## src/hw/rtl/tte_pkg.sv

```systemverilog
// ----------------------------------------------------------------------------
// tte_pkg
// shared types, codes and sizes of the tftp transfer engine
// ----------------------------------------------------------------------------
package tte_pkg;

    localparam int BLOCK_SIZE = 512;
    localparam int RX_CAP     = BLOCK_SIZE + 16;
    localparam int RES_MAX    = 3;
    localparam int FIFO_DEPTH = 8;
    localparam int FIFO_AW    = $clog2(FIFO_DEPTH);
    localparam int FIFO_CW    = $clog2(FIFO_DEPTH + 1);

    localparam int FUNC_W = 2;
    localparam int OPC_W  = 8;
    localparam int BLK_W  = 16;
    localparam int LEN_W  = 10;
    localparam int ACT_W  = 4;
    localparam int ATT_W  = 4;
    localparam int IDX_W  = 1;
    localparam int CFG_W  = 4;

    localparam logic [LEN_W-1:0] BLK_SZ     = LEN_W'(BLOCK_SIZE);
    localparam logic [LEN_W-1:0] RX_MAX     = LEN_W'(RX_CAP);
    localparam logic [LEN_W-1:0] HDR_LEN    = LEN_W'(4);
    localparam logic [ATT_W-1:0] ATT_RESET  = ATT_W'(5);

    typedef enum logic [FUNC_W-1:0] {
        FN_START   = 2'd0,
        FN_RX      = 2'd1,
        FN_TIMEOUT = 2'd2,
        FN_LOCAL   = 2'd3
    } func_t;

    typedef enum logic [OPC_W-1:0] {
        OPC_DATA  = 8'd3,
        OPC_ACK   = 8'd4,
        OPC_ERROR = 8'd5
    } opcode_t;

    typedef enum logic [ACT_W-1:0] {
        ACT_NONE    = 4'd0,
        ACT_REQ     = 4'd1,
        ACT_ACK     = 4'd2,
        ACT_DELIVER = 4'd3,
        ACT_DATA    = 4'd4,
        ACT_FETCH   = 4'd5,
        ACT_DONE    = 4'd6,
        ACT_SERR    = 4'd7,
        ACT_TFAIL   = 4'd8
    } action_t;

    typedef enum logic [IDX_W-1:0] {
        REG_DIRECTION    = 1'd0,
        REG_MAX_ATTEMPTS = 1'd1
    } reg_idx_t;

    typedef enum logic [5:0] {
        PH_IDLE     = 6'b000001,
        PH_REQ_GET  = 6'b000010,
        PH_REQ_PUT  = 6'b000100,
        PH_RECV     = 6'b001000,
        PH_FETCH    = 6'b010000,
        PH_WAIT_ACK = 6'b100000
    } phase_t;

    typedef struct packed {
        phase_t             phase;
        logic [BLK_W-1:0]   expected_block;
        logic [ATT_W-1:0]   attempt_count;
        logic [LEN_W-1:0]   pending_length;
    } state_t;

    typedef struct packed {
        logic [FUNC_W-1:0]  func;
        logic [OPC_W-1:0]   rx_opcode;
        logic [BLK_W-1:0]   rx_block;
        logic [LEN_W-1:0]   rx_length;
        logic [LEN_W-1:0]   local_length;
    } event_t;

    typedef struct packed {
        logic [ACT_W-1:0]   action;
        logic [BLK_W-1:0]   block_number;
        logic [LEN_W-1:0]   payload_length;
        logic [BLK_W-1:0]   error_code;
        logic               last;
    } result_t;

    typedef struct packed {
        logic               direction;
        logic [ATT_W-1:0]   max_attempts;
    } config_t;

endpackage

```

## src/hw/rtl/tte_if.sv

```systemverilog
// ----------------------------------------------------------------------------
// tte_if
// valid/ready channels of the tftp transfer engine
// ----------------------------------------------------------------------------
interface tte_evt_if;
    import tte_pkg::*;

    logic               valid;
    logic               ready;
    logic [FUNC_W-1:0]  func;
    logic [OPC_W-1:0]   rx_opcode;
    logic [BLK_W-1:0]   rx_block;
    logic [LEN_W-1:0]   rx_length;
    logic [LEN_W-1:0]   local_length;

    modport source (output valid, func, rx_opcode, rx_block, rx_length, local_length,
                    input ready);
    modport sink   (input valid, func, rx_opcode, rx_block, rx_length, local_length,
                    output ready);
endinterface

interface tte_res_if;
    import tte_pkg::*;

    logic               valid;
    logic               ready;
    logic [ACT_W-1:0]   action;
    logic [BLK_W-1:0]   block_number;
    logic [LEN_W-1:0]   payload_length;
    logic [BLK_W-1:0]   error_code;
    logic               last;

    modport source (output valid, action, block_number, payload_length, error_code, last,
                    input ready);
    modport sink   (input valid, action, block_number, payload_length, error_code, last,
                    output ready);
endinterface

interface tte_cfg_if;
    import tte_pkg::*;

    logic               valid;
    logic               ready;
    logic [IDX_W-1:0]   index;
    logic [CFG_W-1:0]   data;

    modport source (output valid, index, data, input ready);
    modport sink   (input valid, index, data, output ready);
endinterface

```

## src/hw/rtl/tte_step.sv

```systemverilog
// ----------------------------------------------------------------------------
// tte_step
// next state and up to three actions for one registered event
// ----------------------------------------------------------------------------
module tte_step (
    input  tte_pkg::state_t                     st,
    input  tte_pkg::event_t                     ev,
    input  tte_pkg::config_t                    cfg,
    output tte_pkg::state_t                     st_next,
    output tte_pkg::result_t [tte_pkg::RES_MAX-1:0] res,
    output logic [1:0]                          res_cnt
);
    import tte_pkg::*;

    logic [LEN_W-1:0] rlen;
    logic [LEN_W-1:0] dlen;
    logic [LEN_W-1:0] llen;
    logic             runt;
    logic             can_retry;
    logic             recv_go;
    logic [1:0]       k;

    assign rlen      = (ev.rx_length > RX_MAX) ? RX_MAX : ev.rx_length;
    assign dlen      = rlen - HDR_LEN;
    assign llen      = (ev.local_length > BLK_SZ) ? BLK_SZ : ev.local_length;
    assign runt      = (rlen < HDR_LEN);
    assign can_retry = (st.attempt_count < cfg.max_attempts);

    always_comb
    begin
        st_next = st;
        res     = '0;
        k       = 2'd0;
        recv_go = 1'b0;

        case (ev.func)
            FN_START:
            begin
                st_next.phase          = cfg.direction ? PH_REQ_PUT : PH_REQ_GET;
                st_next.expected_block = BLK_W'(1);
                st_next.attempt_count  = ATT_W'(1);
                st_next.pending_length = '0;
                res[0].action          = ACT_REQ;
                k                      = 2'd1;
            end
            FN_TIMEOUT:
            begin
                if (st.phase == PH_REQ_GET || st.phase == PH_REQ_PUT ||
                    st.phase == PH_WAIT_ACK)
                begin
                    if (can_retry)
                    begin
                        st_next.attempt_count = st.attempt_count + ATT_W'(1);
                        if (st.phase == PH_WAIT_ACK)
                        begin
                            res[0].action         = ACT_DATA;
                            res[0].block_number   = st.expected_block;
                            res[0].payload_length = st.pending_length;
                        end
                        else
                        begin
                            res[0].action = ACT_REQ;
                        end
                    end
                    else
                    begin
                        st_next.phase = PH_IDLE;
                        res[0].action = ACT_TFAIL;
                    end
                    k = 2'd1;
                end
                else if (st.phase == PH_RECV)
                begin
                    st_next.phase = PH_IDLE;
                    res[0].action = ACT_TFAIL;
                    k             = 2'd1;
                end
            end
            FN_LOCAL:
            begin
                if (st.phase == PH_FETCH)
                begin
                    st_next.pending_length = llen;
                    st_next.attempt_count  = ATT_W'(1);
                    st_next.phase          = PH_WAIT_ACK;
                    res[0].action          = ACT_DATA;
                    res[0].block_number    = st.expected_block;
                    res[0].payload_length  = llen;
                    k                      = 2'd1;
                end
            end
            default:
            begin
                if (st.phase == PH_REQ_GET || st.phase == PH_REQ_PUT)
                begin
                    if (runt)
                    begin
                        st_next.phase = PH_IDLE;
                        res[0].action = ACT_TFAIL;
                        k             = 2'd1;
                    end
                    else if (ev.rx_opcode == OPC_ERROR)
                    begin
                        st_next.phase     = PH_IDLE;
                        res[0].action     = ACT_SERR;
                        res[0].error_code = ev.rx_block;
                        k                 = 2'd1;
                    end
                    else if (st.phase == PH_REQ_PUT)
                    begin
                        if (ev.rx_opcode == OPC_ACK && ev.rx_block == '0)
                        begin
                            st_next.expected_block = BLK_W'(1);
                            st_next.phase          = PH_FETCH;
                            res[0].action          = ACT_FETCH;
                            res[0].block_number    = BLK_W'(1);
                            k                      = 2'd1;
                        end
                    end
                    else
                    begin
                        st_next.phase = PH_RECV;
                        recv_go       = 1'b1;
                    end
                end
                else if (st.phase == PH_RECV)
                begin
                    recv_go = 1'b1;
                end
                else if (st.phase == PH_WAIT_ACK)
                begin
                    if (!runt && ev.rx_opcode == OPC_ACK &&
                        ev.rx_block == st.expected_block)
                    begin
                        if (st.pending_length < BLK_SZ)
                        begin
                            st_next.phase = PH_IDLE;
                            res[0].action = ACT_DONE;
                        end
                        else
                        begin
                            st_next.expected_block = st.expected_block + BLK_W'(1);
                            st_next.phase          = PH_FETCH;
                            res[0].action          = ACT_FETCH;
                            res[0].block_number    = st.expected_block + BLK_W'(1);
                        end
                    end
                    else if (can_retry)
                    begin
                        st_next.attempt_count = st.attempt_count + ATT_W'(1);
                        res[0].action         = ACT_DATA;
                        res[0].block_number   = st.expected_block;
                        res[0].payload_length = st.pending_length;
                    end
                    else
                    begin
                        st_next.phase = PH_IDLE;
                        res[0].action = ACT_TFAIL;
                    end
                    k = 2'd1;
                end

                if (recv_go && !runt && ev.rx_opcode == OPC_DATA &&
                    ev.rx_block == st.expected_block)
                begin
                    if (dlen != '0)
                    begin
                        res[k].action         = ACT_DELIVER;
                        res[k].block_number   = ev.rx_block;
                        res[k].payload_length = dlen;
                        k                     = k + 2'd1;
                    end
                    res[k].action       = ACT_ACK;
                    res[k].block_number = ev.rx_block;
                    k                   = k + 2'd1;
                    if (dlen < BLK_SZ)
                    begin
                        st_next.phase = PH_IDLE;
                        res[k].action = ACT_DONE;
                        k             = k + 2'd1;
                    end
                    else
                    begin
                        st_next.expected_block = st.expected_block + BLK_W'(1);
                    end
                end
            end
        endcase

        for (int i = 0; i < RES_MAX; i++)
        begin
            res[i].last = (k != 2'd0) && (2'(i) == k - 2'd1);
        end
    end

    assign res_cnt = k;

endmodule

```

## src/hw/rtl/tte_out_fifo.sv

```systemverilog
// ----------------------------------------------------------------------------
// tte_out_fifo
// result queue: up to three words in a cycle, one out when rslt is ready
// ----------------------------------------------------------------------------
module tte_out_fifo (
    input  logic                                clk,
    input  logic                                rst_n,
    input  tte_pkg::result_t [tte_pkg::RES_MAX-1:0] wr_data,
    input  logic [1:0]                          wr_cnt,
    tte_res_if.source                           rslt,
    output logic [tte_pkg::FIFO_CW-1:0]         count
);
    import tte_pkg::*;

    result_t              mem_reg [FIFO_DEPTH];
    logic [FIFO_AW-1:0]   wr_ptr_reg, wr_ptr_next;
    logic [FIFO_AW-1:0]   rd_ptr_reg, rd_ptr_next;
    logic [FIFO_CW-1:0]   count_reg, count_next;
    logic                 pop;
    result_t              head;

    assign head = mem_reg[rd_ptr_reg];
    assign pop  = rslt.valid && rslt.ready;

    assign rslt.valid          = (count_reg != '0);
    assign rslt.action         = head.action;
    assign rslt.block_number   = head.block_number;
    assign rslt.payload_length = head.payload_length;
    assign rslt.error_code     = head.error_code;
    assign rslt.last           = head.last;
    assign count               = count_reg;

    assign wr_ptr_next = wr_ptr_reg + FIFO_AW'(wr_cnt);
    assign rd_ptr_next = rd_ptr_reg + FIFO_AW'(pop);
    assign count_next  = count_reg + FIFO_CW'(wr_cnt) - FIFO_CW'(pop);

    always_ff @(posedge clk)
    begin
        for (int i = 0; i < RES_MAX; i++)
        begin
            if (2'(i) < wr_cnt)
            begin
                mem_reg[FIFO_AW'(wr_ptr_reg + FIFO_AW'(i))] <= wr_data[i];
            end
        end
    end

    always_ff @(posedge clk or negedge rst_n)
    begin
        if (!rst_n)
        begin
            wr_ptr_reg <= '0;
            rd_ptr_reg <= '0;
            count_reg  <= '0;
        end
        else
        begin
            wr_ptr_reg <= wr_ptr_next;
            rd_ptr_reg <= rd_ptr_next;
            count_reg  <= count_next;
        end
    end

endmodule

```

## src/hw/rtl/tftp_transfer_engine.sv

```systemverilog
// ----------------------------------------------------------------------------
// tftp_transfer_engine
// header-level tftp client sequencer for one get or put transfer
//
//   channel  role    word
//   evt      sink    event: func, rx_opcode, rx_block, rx_length, local_length
//   rslt     source  action, block_number, payload_length, error_code, last
//   cfg      sink    register index and data, always ready
//
// an event is registered on accept and processed in the next cycle, which
// writes its zero to three actions into an eight-word result queue
// evt.ready is high while the queue has room for a full event: one event
// per cycle as long as rslt keeps up, one action per cycle on rslt
// reset returns to idle with direction get and five attempts
// ----------------------------------------------------------------------------
module tftp_transfer_engine (
    input  logic     clk,
    input  logic     rst_n,
    tte_evt_if.sink  evt,
    tte_res_if.source rslt,
    tte_cfg_if.sink  cfg
);
    import tte_pkg::*;

    config_t                  cfg_reg, cfg_next;
    state_t                   st_reg, st_next;
    logic                     stg_valid_reg;
    event_t                   stg_evt_reg;
    result_t [RES_MAX-1:0]    step_res;
    logic [1:0]               step_cnt;
    logic [1:0]               wr_cnt;
    logic [FIFO_CW-1:0]       fifo_count;
    logic [FIFO_CW:0]         committed;
    logic                     evt_take;

    assign committed = {1'b0, fifo_count} + (stg_valid_reg ? (FIFO_CW+1)'(RES_MAX) : '0);
    assign evt.ready = (committed <= (FIFO_CW+1)'(FIFO_DEPTH - RES_MAX));
    assign evt_take  = evt.valid && evt.ready;
    assign cfg.ready = 1'b1;
    assign wr_cnt    = stg_valid_reg ? step_cnt : 2'd0;

    always_comb
    begin
        cfg_next = cfg_reg;
        if (cfg.valid)
        begin
            case (cfg.index)
                REG_DIRECTION:    cfg_next.direction    = cfg.data[0];
                REG_MAX_ATTEMPTS: cfg_next.max_attempts = cfg.data;
                default:          cfg_next = cfg_reg;
            endcase
        end
    end

    tte_step u_step (
        .st      (st_reg),
        .ev      (stg_evt_reg),
        .cfg     (cfg_reg),
        .st_next (st_next),
        .res     (step_res),
        .res_cnt (step_cnt)
    );

    tte_out_fifo u_fifo (
        .clk     (clk),
        .rst_n   (rst_n),
        .wr_data (step_res),
        .wr_cnt  (wr_cnt),
        .rslt    (rslt),
        .count   (fifo_count)
    );

    always_ff @(posedge clk)
    begin
        if (evt_take)
        begin
            stg_evt_reg.func         <= evt.func;
            stg_evt_reg.rx_opcode    <= evt.rx_opcode;
            stg_evt_reg.rx_block     <= evt.rx_block;
            stg_evt_reg.rx_length    <= evt.rx_length;
            stg_evt_reg.local_length <= evt.local_length;
        end
    end

    always_ff @(posedge clk or negedge rst_n)
    begin
        if (!rst_n)
        begin
            cfg_reg.direction     <= 1'b0;
            cfg_reg.max_attempts  <= ATT_RESET;
            st_reg.phase          <= PH_IDLE;
            st_reg.expected_block <= BLK_W'(1);
            st_reg.attempt_count  <= '0;
            st_reg.pending_length <= '0;
            stg_valid_reg         <= 1'b0;
        end
        else
        begin
            cfg_reg       <= cfg_next;
            stg_valid_reg <= evt_take;
            if (stg_valid_reg)
            begin
                st_reg <= st_next;
            end
        end
    end

endmodule

```

## src/flat_wrapper.sv

```systemverilog
// flat-port wrapper written by rule: the top's interface ports become plain ports
module tftp_transfer_engine_flat import tte_pkg::*;
  (clk, rst_n, evt_valid, evt_func, evt_rx_opcode, evt_rx_block, evt_rx_length, evt_local_length, evt_ready, rslt_valid, rslt_action, rslt_block_number, rslt_payload_length, rslt_error_code, rslt_last, rslt_ready, cfg_valid, cfg_index, cfg_data, cfg_ready);
  tte_evt_if evt_i ();
  tte_res_if rslt_i ();
  tte_cfg_if cfg_i ();
  input  logic clk;
  input  logic rst_n;
  input wire logic [$bits(evt_i.valid)-1:0] evt_valid;
  input wire logic [$bits(evt_i.func)-1:0] evt_func;
  input wire logic [$bits(evt_i.rx_opcode)-1:0] evt_rx_opcode;
  input wire logic [$bits(evt_i.rx_block)-1:0] evt_rx_block;
  input wire logic [$bits(evt_i.rx_length)-1:0] evt_rx_length;
  input wire logic [$bits(evt_i.local_length)-1:0] evt_local_length;
  output wire logic [$bits(evt_i.ready)-1:0] evt_ready;
  output wire logic [$bits(rslt_i.valid)-1:0] rslt_valid;
  output wire logic [$bits(rslt_i.action)-1:0] rslt_action;
  output wire logic [$bits(rslt_i.block_number)-1:0] rslt_block_number;
  output wire logic [$bits(rslt_i.payload_length)-1:0] rslt_payload_length;
  output wire logic [$bits(rslt_i.error_code)-1:0] rslt_error_code;
  output wire logic [$bits(rslt_i.last)-1:0] rslt_last;
  input wire logic [$bits(rslt_i.ready)-1:0] rslt_ready;
  input wire logic [$bits(cfg_i.valid)-1:0] cfg_valid;
  input wire logic [$bits(cfg_i.index)-1:0] cfg_index;
  input wire logic [$bits(cfg_i.data)-1:0] cfg_data;
  output wire logic [$bits(cfg_i.ready)-1:0] cfg_ready;
  assign evt_i.valid = evt_valid;
  assign evt_i.func = evt_func;
  assign evt_i.rx_opcode = evt_rx_opcode;
  assign evt_i.rx_block = evt_rx_block;
  assign evt_i.rx_length = evt_rx_length;
  assign evt_i.local_length = evt_local_length;
  assign evt_ready = evt_i.ready;
  assign rslt_valid = rslt_i.valid;
  assign rslt_action = rslt_i.action;
  assign rslt_block_number = rslt_i.block_number;
  assign rslt_payload_length = rslt_i.payload_length;
  assign rslt_error_code = rslt_i.error_code;
  assign rslt_last = rslt_i.last;
  assign rslt_i.ready = rslt_ready;
  assign cfg_i.valid = cfg_valid;
  assign cfg_i.index = cfg_index;
  assign cfg_i.data = cfg_data;
  assign cfg_ready = cfg_i.ready;
  tftp_transfer_engine u_core (.clk(clk), .rst_n(rst_n), .evt(evt_i), .rslt(rslt_i), .cfg(cfg_i));
endmodule
```

## config.mk

```make
export PLATFORM = sky130hd
export DESIGN_NAME = tftp_transfer_engine_flat
export DESIGN_NICKNAME = d
export VERILOG_FILES = /design/src/hw/rtl/tte_pkg.sv /design/src/hw/rtl/tte_if.sv /design/src/hw/rtl/tte_step.sv /design/src/hw/rtl/tte_out_fifo.sv /design/src/hw/rtl/tftp_transfer_engine.sv /design/src/flat_wrapper.sv
export SDC_FILE = /design/constraint.sdc
export NUM_CORES = 1
export LEC_CHECK = 0
export BUFFER_PORTS_ARGS = -buffer_cell sky130_fd_sc_hd__buf_2
export CAP_MARGIN = 20
export CORE_MARGIN = 2
export CORE_UTILIZATION = 55
export CTS_BUF_LIST = sky130_fd_sc_hd__clkbuf_16
export DETAILED_ROUTE_END_ITERATION = 16
export PLACE_DENSITY = 0.82
export SYNTH_ARGS = -nofsm -noshare
export SYNTH_HDL_FRONTEND = slang
export SYNTH_SLANG_ARGS = --single-unit
```

## constraint.sdc

```tcl
create_clock -name clk -period 28.8 [get_ports clk]
set_clock_uncertainty 0.1 [all_clocks]
set_input_delay 7.2 -clock clk [delete_from_list [all_inputs] [get_ports clk]]
set_output_delay 7.2 -clock clk [all_outputs]
set_load 0.02 [all_outputs]
```

Word level (Yosys, flattened, before mapping)
Memories as Yosys holds them, arrays and structs flattened.
Index checks and enable logic that the tools add are counted.
{"block": "totals", "regBits": 98, "mem_bits_rw": 376, "input_bits": 56, "out_inout_bits": 50, "word_cells": 221, "n_memories": 1}
{"memory": "u_core.u_fifo.mem_reg", "words": 8, "width": 47, "rd": 1, "rd_ports_with_merged_regs": 0, "write_ports": 3, "line": "tte_out_fifo.sv:15", "text": "result_t mem_reg [FIFO_DEPTH];"}
{"block": "op_classes", "add_sub_neg": 14, "n_lt_le_gt_ge": 16, "n_eq_ne": 19, "muxes": 121, "bitwise": 2, "reduce_logical": 33}
{"op": "$bwmux 141", "n": 6}
{"op": "$mux 141", "n": 5}
{"op": "$demux 47 s2", "n": 6}
{"op": "$mux 16", "n": 13}
{"op": "$mux 26", "n": 6}
{"op": "$mux 47", "n": 3}
{"op": "$mux 94", "n": 1}
{"op": "$mux 43", "n": 2}
{"op": "$pmux 26 s3", "n": 1}
{"op": "$mux 22", "n": 3}
{"op": "$mux 20", "n": 3}
{"op": "$mux 30", "n": 2}
{"op": "$mux 6", "n": 9}
{"op": "$mux 10", "n": 5}
{"op": "$mux 19", "n": 2}
{"op": "$mux 4", "n": 9}
{"op": "$pmux 16 s2", "n": 1}
{"op": "$mux 29", "n": 1}
{"op": "$mux 2", "n": 14}
{"op": "$mux 27", "n": 1}
{"op": "$pmux 4 s3", "n": 2}
{"op": "$gt 10x10->1 const B", "n": 2}
{"op": "$lt 10x10->1 const B", "n": 2}
{"op": "$pmux 10 s2", "n": 1}
{"op": "54 further kinds", "n": 105}

Longest topological paths before layout
Gate-level depths: netlist (run 1).
{"block": "logic_depth", "word_depth": 24, "mapped_depth": 26}

By module
Synthesis (run 1) repeated with hierarchy kept, for this count alone.
{"block": "unflattened", "hier_cells": 3504, "hier_area_um2": 33289.4}
{"module": "tte_out_fifo", "n_inst": 1, "cells_each": 2682, "area_each_um2": 25869.8}
{"module": "tte_step", "n_inst": 1, "cells_each": 672, "area_each_um2": 4335.4}
{"module": "tftp_transfer_engine", "n_inst": 1, "cells_each": 150, "area_each_um2": 3084.2}

Worst setup path after synthesis (run 1)
OpenSTA, ideal clock, no wires.
{"block": "synth_timing", "kind": "reg-to-output", "from": "register u_core.u_fifo.rd_ptr_reg[0]", "to": "output port rslt_action[0]", "t_arrival_ns": 2.281, "t_required_ns": 21.500, "slack_ns": 19.219, "stages_incl_launch_ff": 6, "n_path_buf": 3, "cell_sequence": "dfrtp_1 > clkbuf_1 > buf_1 > buf_1 > mux4_2 > mux2_2"}
{"block": "synth_via", "elab_chain_cells": 1}
{"item": "start, declared", "line": "tte_out_fifo.sv:17", "text": "logic [FIFO_AW-1:0] rd_ptr_reg, rd_ptr_next;"}
{"item": "start signal, assigned", "line": "tte_out_fifo.sv:59", "text": "rd_ptr_reg <= rd_ptr_next;"}
{"item": "$mem_v2 8x47"}
{"item": "end, declared", "line": "flat_wrapper.sv:17", "text": "output wire logic [$bits(rslt_i.action)-1:0] rslt_action;"}
Every way passes these cells.

Worst setup path in the final report (run 1)
{"block": "layout_timing", "from": "register u_core.u_fifo.rd_ptr_reg[0]", "to": "output port rslt_block_number[6]"}
{"block": "layout_via", "elab_chain_cells": 1}
{"item": "$mem_v2 8x47"}
{"item": "end, declared", "line": "flat_wrapper.sv:18", "text": "output wire logic [$bits(rslt_i.block_number)-1:0] rslt_block_number;"}
Every way passes these cells.

==> impl_metrics.json, run 1 <==
{
  "switching_share_pct": 35.35,
  "final-hold-violation-count": 0,
  "critical_path.slowest_cell": "buf_4",
  "rsz0062_at_grt": "no",
  "tritoncts": "built",
  "postSynthCellCount": 1957,
  "layout_min_cycle_time_ns": 10.57,
  "simple_gate_portion_of_the_synthesized_area_pct": 13.35,
  "grt.met3_usage_pct": 5.426,
  "seqPwrFrac_pct": 39.7,
  "r2r_startpoint": "u_core.stg_evt_reg[17]",
  "drt-initial-drc-count": 2305,
  "setup_viol": 0,
  "hold_path.class": "reg -> reg",
  "pin_count": 106,
  "remaining_drc_errors": 0,
  "all_layer_global_routing_usage_pct": 29.15,
  "worstSetupStartpointType": "flip-flop",
  "critical_path.endpoint": "rslt_block_number[6]",
  "clock.fmax_mhz": 94.57,
  "slew_headroom_pct": 19.57,
  "tns_ns": 0,
  "die_area_um2": 46520,
  "numCtsBuffers": 48,
  "ir_drop_uv": 90.78,
  "antennaDiodeCount": 0,
  "first_global_vias": 17326,
  "dominantRegCellSynth": "edfxtp_1",
  "run_status": "finished, final reports clean",
  "fp.dieW_um": 215.7,
  "power_per_cell_area_nw_per_um2": 86.05,
  "largest_reg_flops": 376,
  "grt_max_degree": 129,
  "initial_utilization_pct": 55.74,
  "asyncSetResetFlopFracSynth_pct": 10.97,
  "syn_avg_cell_area_um2": 12.59,
  "warnings_synthesis": 0,
  "gpl.final_weighted_congestion": 0.9705,
  "placementRows": 77,
  "core_area_um2": 44220,
  "vias_cell": 6.532,
  "hpwl_detailed_um": 41850,
  "clk-insertion-delay-late_ns": 0.61,
  "grt_pass1_wl_um": 102500,
  "synth_top_family_by_area": "simple AND/OR/NAND/NOR gates",
  "p_switching_uw": 831.8,
  "ctsRootBufferMaster": "clkbuf_16",
  "worst_hold_slack_ns": 0.3990,
  "globalRouteOverflowTotal": 0,
  "post_drt_wl_per_cell_um": 25.72,
  "layout-drive-gt1-share_pct": 22.17,
  "synth_seq_area_share_pct": 56.71,
  "path_clk_slew_ns": 0.06,
  "worstPathCellList": "buf_4, buf_4, mux4_2, mux2_2, buf_2",
  "met1_usage_pct": 38.51,
  "end_kind": "output port",
  "globalRouteMet2Util_pct": 48.30,
  "hold_buffer_count_at_cts": 0,
  "data_arrival_time_of_the_critical_path_ns": 3.27,
  "reg2reg_depth": 20,
  "wirelength_um": 67530,
  "numClockSinks": 474,
  "floorplan.die.height_um": 215.7,
  "cts_buffer_depth": 3,
  "synth_compound_area_share_pct": 11.44,
  "static-leakage-power_nw": 9.175,
  "drt_pass1_iterations": 5,
  "r2r-end": "u_core.u_fifo.mem_reg[4][4]",
  "internal_power_consumption_mw": 1.521,
  "synth_adder_area_share_pct": 1.716,
  "final_layout_net_count": 2085,
  "timing_max_transition_violations_final": 0,
  "worst_path_largest_cell_delay_ns": 0.60,
  "timing.critical_path.mode_cell": "buf_4",
  "crit_start": "u_core.u_fifo.rd_ptr_reg[0]",
  "post_cts_buffers": 0,
  "part_of_the_power_in_combinational_logic_pct": 33.1,
  "synth.distinct_cells": 98,
  "tightestPinTransition_ns": 1.206,
  "postCtsResizedCells": 0,
  "antenna_violations_before_repair": 1,
  "cell_area_synth_um2": 24650,
  "cap_viol_max_count": 0,
  "area.growth.synth_to_final_pct": 10.95,
  "synth_fp_nets": 2045,
  "cp_max_fo": 32,
  "timing_worst_setup_path_type": "reg -> out",
  "clock_power_share_pct": 27.1,
  "postRouteAntennaNets": 0,
  "synth_mux_area_share_pct": 12.32,
  "synth.ff_latch_count": 474,
  "period_share_pct": 36.72,
  "number_of_vias_after_detailed_routing": 17154,
  "commonest_non_fill_non_tap_cells_in_the_layout": "422 x edfxtp_1, 200 x nand2_1, 138 x and2_1",
  "busiest_layer": "met2",
  "cts-htree-levels": 2,
  "layout_commonest_cell": "edfxtp_1",
  "data_required_critical_path_ns": 21.50,
  "r2r_slack_ns": 20.80,
  "nFillCells": 3299,
  "io_buffer_count": 104,
  "yosys.area_share.xor_xnor_pct": 1.127,
  "synth-edff-count": 422
}
-- final cells by class --
cell class | count | area [um2] | area share, %
clock buffer | 49 | 1226 | 4.484
clock inverter | 38 | 376.6 | 1.377
inverter | 35 | 131.4 | 0.4804
multi-input combinational | 1290 | 10000 | 36.57
sequential | 474 | 13990 | 51.15
tap | 592 | 740.7 | 2.709
timing repair buffer | 148 | 883.3 | 3.230
-- Yosys cell counts, types with 9 or more instances --
| library cell | number | share of area (%) |
|---|---|---|
| ha_1 | 29 | 1.5 |
| o22a_1 | 9 | 0.32 |
| and3_1 | 11 | 0.28 |
| nand2_1 | 200 | 3.0 |
| clkbuf_1 | 103 | 1.6 |
| nor3_1 | 32 | 0.65 |
| inv_1 | 34 | 0.52 |
| nand2b_1 | 10 | 0.25 |
| o21ai_0 | 112 | 2.3 |
| xnor2_1 | 21 | 0.75 |
| nor4_1 | 20 | 0.51 |
| mux4_2 | 94 | 8.6 |
| buf_1 | 19 | 0.29 |
| mux2i_1 | 22 | 0.89 |
| buf_2 | 24 | 0.49 |
| o22ai_1 | 9 | 0.23 |
| o21ai_1 | 62 | 1.3 |
| dfrtp_1 | 48 | 4.9 |
| nand3_1 | 30 | 0.61 |
| and2_1 | 139 | 3.5 |
| nor2_1 | 135 | 2.1 |
| edfxtp_1 | 422 | 51 |
| o31ai_1 | 15 | 0.46 |
| a22o_1 | 27 | 0.96 |
| mux2_2 | 62 | 2.8 |
| a21oi_1 | 47 | 0.95 |
| nand4_1 | 12 | 0.30 |
-- through the flow --
| stage | cell area, um2 | cells | setup slack (ns) | power, mW | utilization [%] |
|---|---|---|---|---|---|
| floorplan | 24650 | 1957 | 19.22 | 1.470 | - |
| global route | 27350 | 2626 | 18.03 | 2.447 | 61.84 |
| finish | 27350 | 2626 | 18.23 | 2.353 | 61.84 |
| CTS | 27300 | 2624 | 17.50 | 2.350 | 61.73 |
| detailed placement | 25700 | 2537 | 18.14 | 1.712 | 58.11 |
| global placement | 25690 | 2536 | 18.17 | 1.691 | 58.09 |
-- cell families (layout without fill, tap and decap cells) --
group           count (synthesis)  count (layout)
buf+inv                       193             270
flops                         474             474
simple gates                  649             649
xor+xnor                       30              30
fa+ha+maj                      32              32
mux                           178             178
compound gates                400             400
other cells                     1               1
-- power by group through the flow --
stage               logic, mW  registers [mW]  clock network, mW
floorplan               0.604           0.866                  0
global placement        0.750           0.941                  0
detailed placement      0.765           0.947                  0
CTS                     0.771           0.933              0.645
global route            0.832           0.943              0.672
finish                  0.779           0.935              0.638
-- worst min path at each step --
| stage | startpoint | endpoint | slack [ns] | cells past startpoint |
|---|---|---|---|---|
| after global placement | u_core.st_reg[13] | u_core.st_reg[13] | 0.38 | 1 |
| after detailed placement | u_core.st_reg[13] | u_core.st_reg[13] | 0.39 | 1 |
| after global routing | u_core.st_reg[13] | u_core.st_reg[13] | 0.43 | 1 |
| final | u_core.st_reg[13] | u_core.st_reg[13] | 0.40 | 1 |
| after floorplan | u_core.cfg_reg[4] | u_core.st_reg[31] | 0.35 | 1 |
| after CTS | u_core.st_reg[13] | u_core.st_reg[13] | 0.40 | 1 |
-- per-layer routing --
layer / wire, um / share of wire (%)
met5: 7 / 0.010
met4: 2524 / 3.7
met3: 6652 / 9.9
met2: 33030 / 49
met1: 25320 / 37
-- worst max-delay path, delay by kind of cell, from the launching register on --
| family | cells | cell delay (ns) |
|---|---|---|
| buf+inv | 3 | 1.16 |
| flops | 1 | 0.57 |
| mux | 2 | 0.90 |
No activity file was read; power rests on OpenSTA's default activity.
==> run 2: changes to the inputs <==
Settings changed: PLACE_DENSITY 0.82 to 0.85.
Clock period 28.8 ns to 9.3 ns, I/O delays scaled along.
==> impl_metrics.json, run 2 (synthesis results as in run 1) <==
{
  "globalRouteOverflowTotal": 0,
  "internal_power_consumption_mw": 4.698,
  "fp.dieW_um": 215.7,
  "hold_path.class": "reg -> reg",
  "worst_hold_slack_ns": 0.3974,
  "cts-htree-levels": 2,
  "layout_min_cycle_time_ns": 7.863,
  "worst_path_largest_cell_delay_ns": 0.73,
  "vias_cell": 6.583,
  "switching_share_pct": 35.71,
  "placed_cell_area_um2": 25670,
  "worst-path-buf-inv": 5,
  "end_kind": "flip-flop",
  "postRouteAntennaNets": 0,
  "timing_worst_setup_path_type": "reg -> reg",
  "run_status": "finished, final reports clean",
  "area.growth.synth_to_final_pct": 11.19,
  "commonest_non_fill_non_tap_cells_in_the_layout": "422 x edfxtp_1, 200 x nand2_1, 138 x and2_1",
  "cap_viol_max_count": 0,
  "path_delay_family": "simple AND/OR/NAND/NOR gates",
  "slew_headroom_pct": 20.41,
  "final_layout_net_count": 2089,
  "io_buffer_count": 104,
  "fin_util_pct": 61.98,
  "hold_buffer_count_at_cts": 0,
  "floorplan.die.height_um": 215.7,
  "gpl.final_weighted_congestion": 0.9825,
  "p_switching_mw": 2.609,
  "ctsRootBufferMaster": "clkbuf_16",
  "hpwl_detailed_um": 42920,
  "design_area_um2": 27410,
  "drt_pass1_iterations": 9,
  "met1_usage_pct": 36.88,
  "placementRows": 77,
  "tns_ns": 0,
  "final_std_cells_w_o_fill": 2632,
  "timing.critical_path.mode_cell": "buf_4",
  "postCtsResizedCells": 0,
  "layout_commonest_cell": "edfxtp_1",
  "numClockSinks": 474,
  "layout-drive-gt1-share_pct": 22.21,
  "cts_buffer_depth": 3,
  "tritoncts": "built",
  "post_cts_buffers": 0,
  "clock.fmax_mhz": 127.2,
  "drt-initial-drc-count": 2448,
  "largest_reg_flops": 376,
  "clk-insertion-delay-late_ns": 0.60,
  "remaining_drc_errors": 0,
  "reg2reg_depth": 21,
  "power_per_cell_area_nw_per_um2": 266.6,
  "setup_viol": 0,
  "part_of_the_power_in_combinational_logic_pct": 34.0,
  "path_clk_slew_ns": 0.06,
  "post-route-worst-setup-slack_ns": 1.437,
  "final-hold-violation-count": 0,
  "post_drt_wl_per_cell_um": 25.37,
  "tightestPinTransition_ns": 1.186,
  "static-leakage-power_nw": 9.184,
  "numPlacedInstances": 2536,
  "timing_max_transition_violations_final": 0,
  "cp_max_fo": 28,
  "data_required_critical_path_ns": 9.45,
  "ir_drop_uv": 357.8,
  "antenna_violations_before_repair": 1,
  "grt.met3_usage_pct": 5.483,
  "period_share_pct": 84.54,
  "antennaDiodeCount": 0,
  "number_of_vias_after_detailed_routing": 17326,
  "numCtsBuffers": 47,
  "wirelength_um": 66780,
  "grt_pass1_wl_um": 102100,
  "pin_count": 106,
  "initial_utilization_pct": 55.74,
  "seqPwrFrac_pct": 39.3,
  "data_arrival_time_of_the_critical_path_ns": 8.02,
  "busiest_layer": "met2",
  "grt_max_degree": 129,
  "design_power_total_mw": 7.307,
  "min_path_cells": 1,
  "critical_path.slowest_cell": "nor4_4",
  "critical_path_stages": 21,
  "clock_power_share_pct": 26.7,
  "place_ws_ns": 1.554,
  "worstPathCellList": "or4_1, o21ai_0, nand2_1, inv_1, ha_1, or4b_2, nor4_1, nor2_1, or4_1, ha_1, nand2b_1, a21oi_1, a311o_1, nor4_4, buf_4, nand3_2, o31ai_4, buf_4, inv_2, o21ai_4, buf_4",
  "first_global_vias": 17369,
  "die_area_um2": 46520,
  "globalRouteMet2Util_pct": 47.78,
  "worstSetupStartpointType": "flip-flop",
  "core_area_um2": 44220,
  "rsz0062_at_grt": "no",
  "all_layer_global_routing_usage_pct": 28.89
}
run 2: changes by cell type in the layout (fill, tap and decap cells not counted), moves of 2 or more:
cell | previous run | this run
clkinvlp_4 | 0 | 3
buf_12 | 1 | 3
inv_16 | 2 | 0
clkinv_1 | 7 | 12
inv_1 | 45 | 43
clkinv_2 | 10 | 7
run 2: worst register-to-register path: stages (launching register included):
cell      delay, ns
edfxtp_1       0.48
or4_1          0.70
o21ai_0        0.46
nand2_1        0.15
inv_1          0.10
ha_1           0.13
or4b_2         0.61
nor4_1         0.38
nor2_1         0.09
or4_1          0.68
ha_1           0.29
nand2b_1       0.08
a21oi_1        0.05
a311o_1        0.40
nor4_4         0.73
buf_4          0.32
nand3_2        0.13
o31ai_4        0.23
buf_4          0.39
inv_2          0.13
o21ai_4        0.36
buf_4          0.53
run 2: cell type report:
class | count | area [um2]
Clock inverter | 40 | 392.9
Tap cell | 592 | 740.7
Inverter | 35 | 131.4
Sequential cell | 474 | 13990
Timing Repair Buffer | 153 | 969.7
Multi-Input combinational cell | 1290 | 9983
Clock buffer | 48 | 1201
Fill cell | 3166 | 16810
run 2: power groups by stage:
| stage | clock, mW | sequential [mW] | combinational [mW] |
|---|---|---|---|
| 2_1_floorplan | 0 | 2.68 | 1.87 |
| 3_3_place_gp | 0 | 2.93 | 2.34 |
| 3_5_place_dp | 0 | 2.94 | 2.39 |
| 4_1_cts | 1.97 | 2.90 | 2.41 |
| 5_1_grt | 2.04 | 2.90 | 2.64 |
| 6_report | 1.95 | 2.87 | 2.48 |
run 2: routing by layer:
metal	share of wire (%)	wire, um	up-vias
li1	-	-	7464
met1	36	23860	8453
met2	49	32660	1170
met3	10	6978	239
met4	4.9	3275	0
met5	0	0	-
run 2: worst paths after layout:
| path | slack [ns] | end | startpoint |
|---|---|---|---|
| setup / recovery | 1.44 | u_core.u_fifo.mem_reg[3][22] | u_core.stg_evt_reg[17] |
| hold / removal | 0.40 | u_core.st_reg[13] | u_core.st_reg[13] |
| setup reg to reg | 1.44 | u_core.u_fifo.mem_reg[3][22] | u_core.stg_evt_reg[17] |
| hold reg to reg | 0.40 | u_core.st_reg[13] | u_core.st_reg[13] |
| max in group asynchronous | 6.73 | u_core.u_fifo.rd_ptr_reg[1] | rst_n |
| min in group asynchronous | 1.78 | u_core.u_fifo.rd_ptr_reg[2] | rst_n |
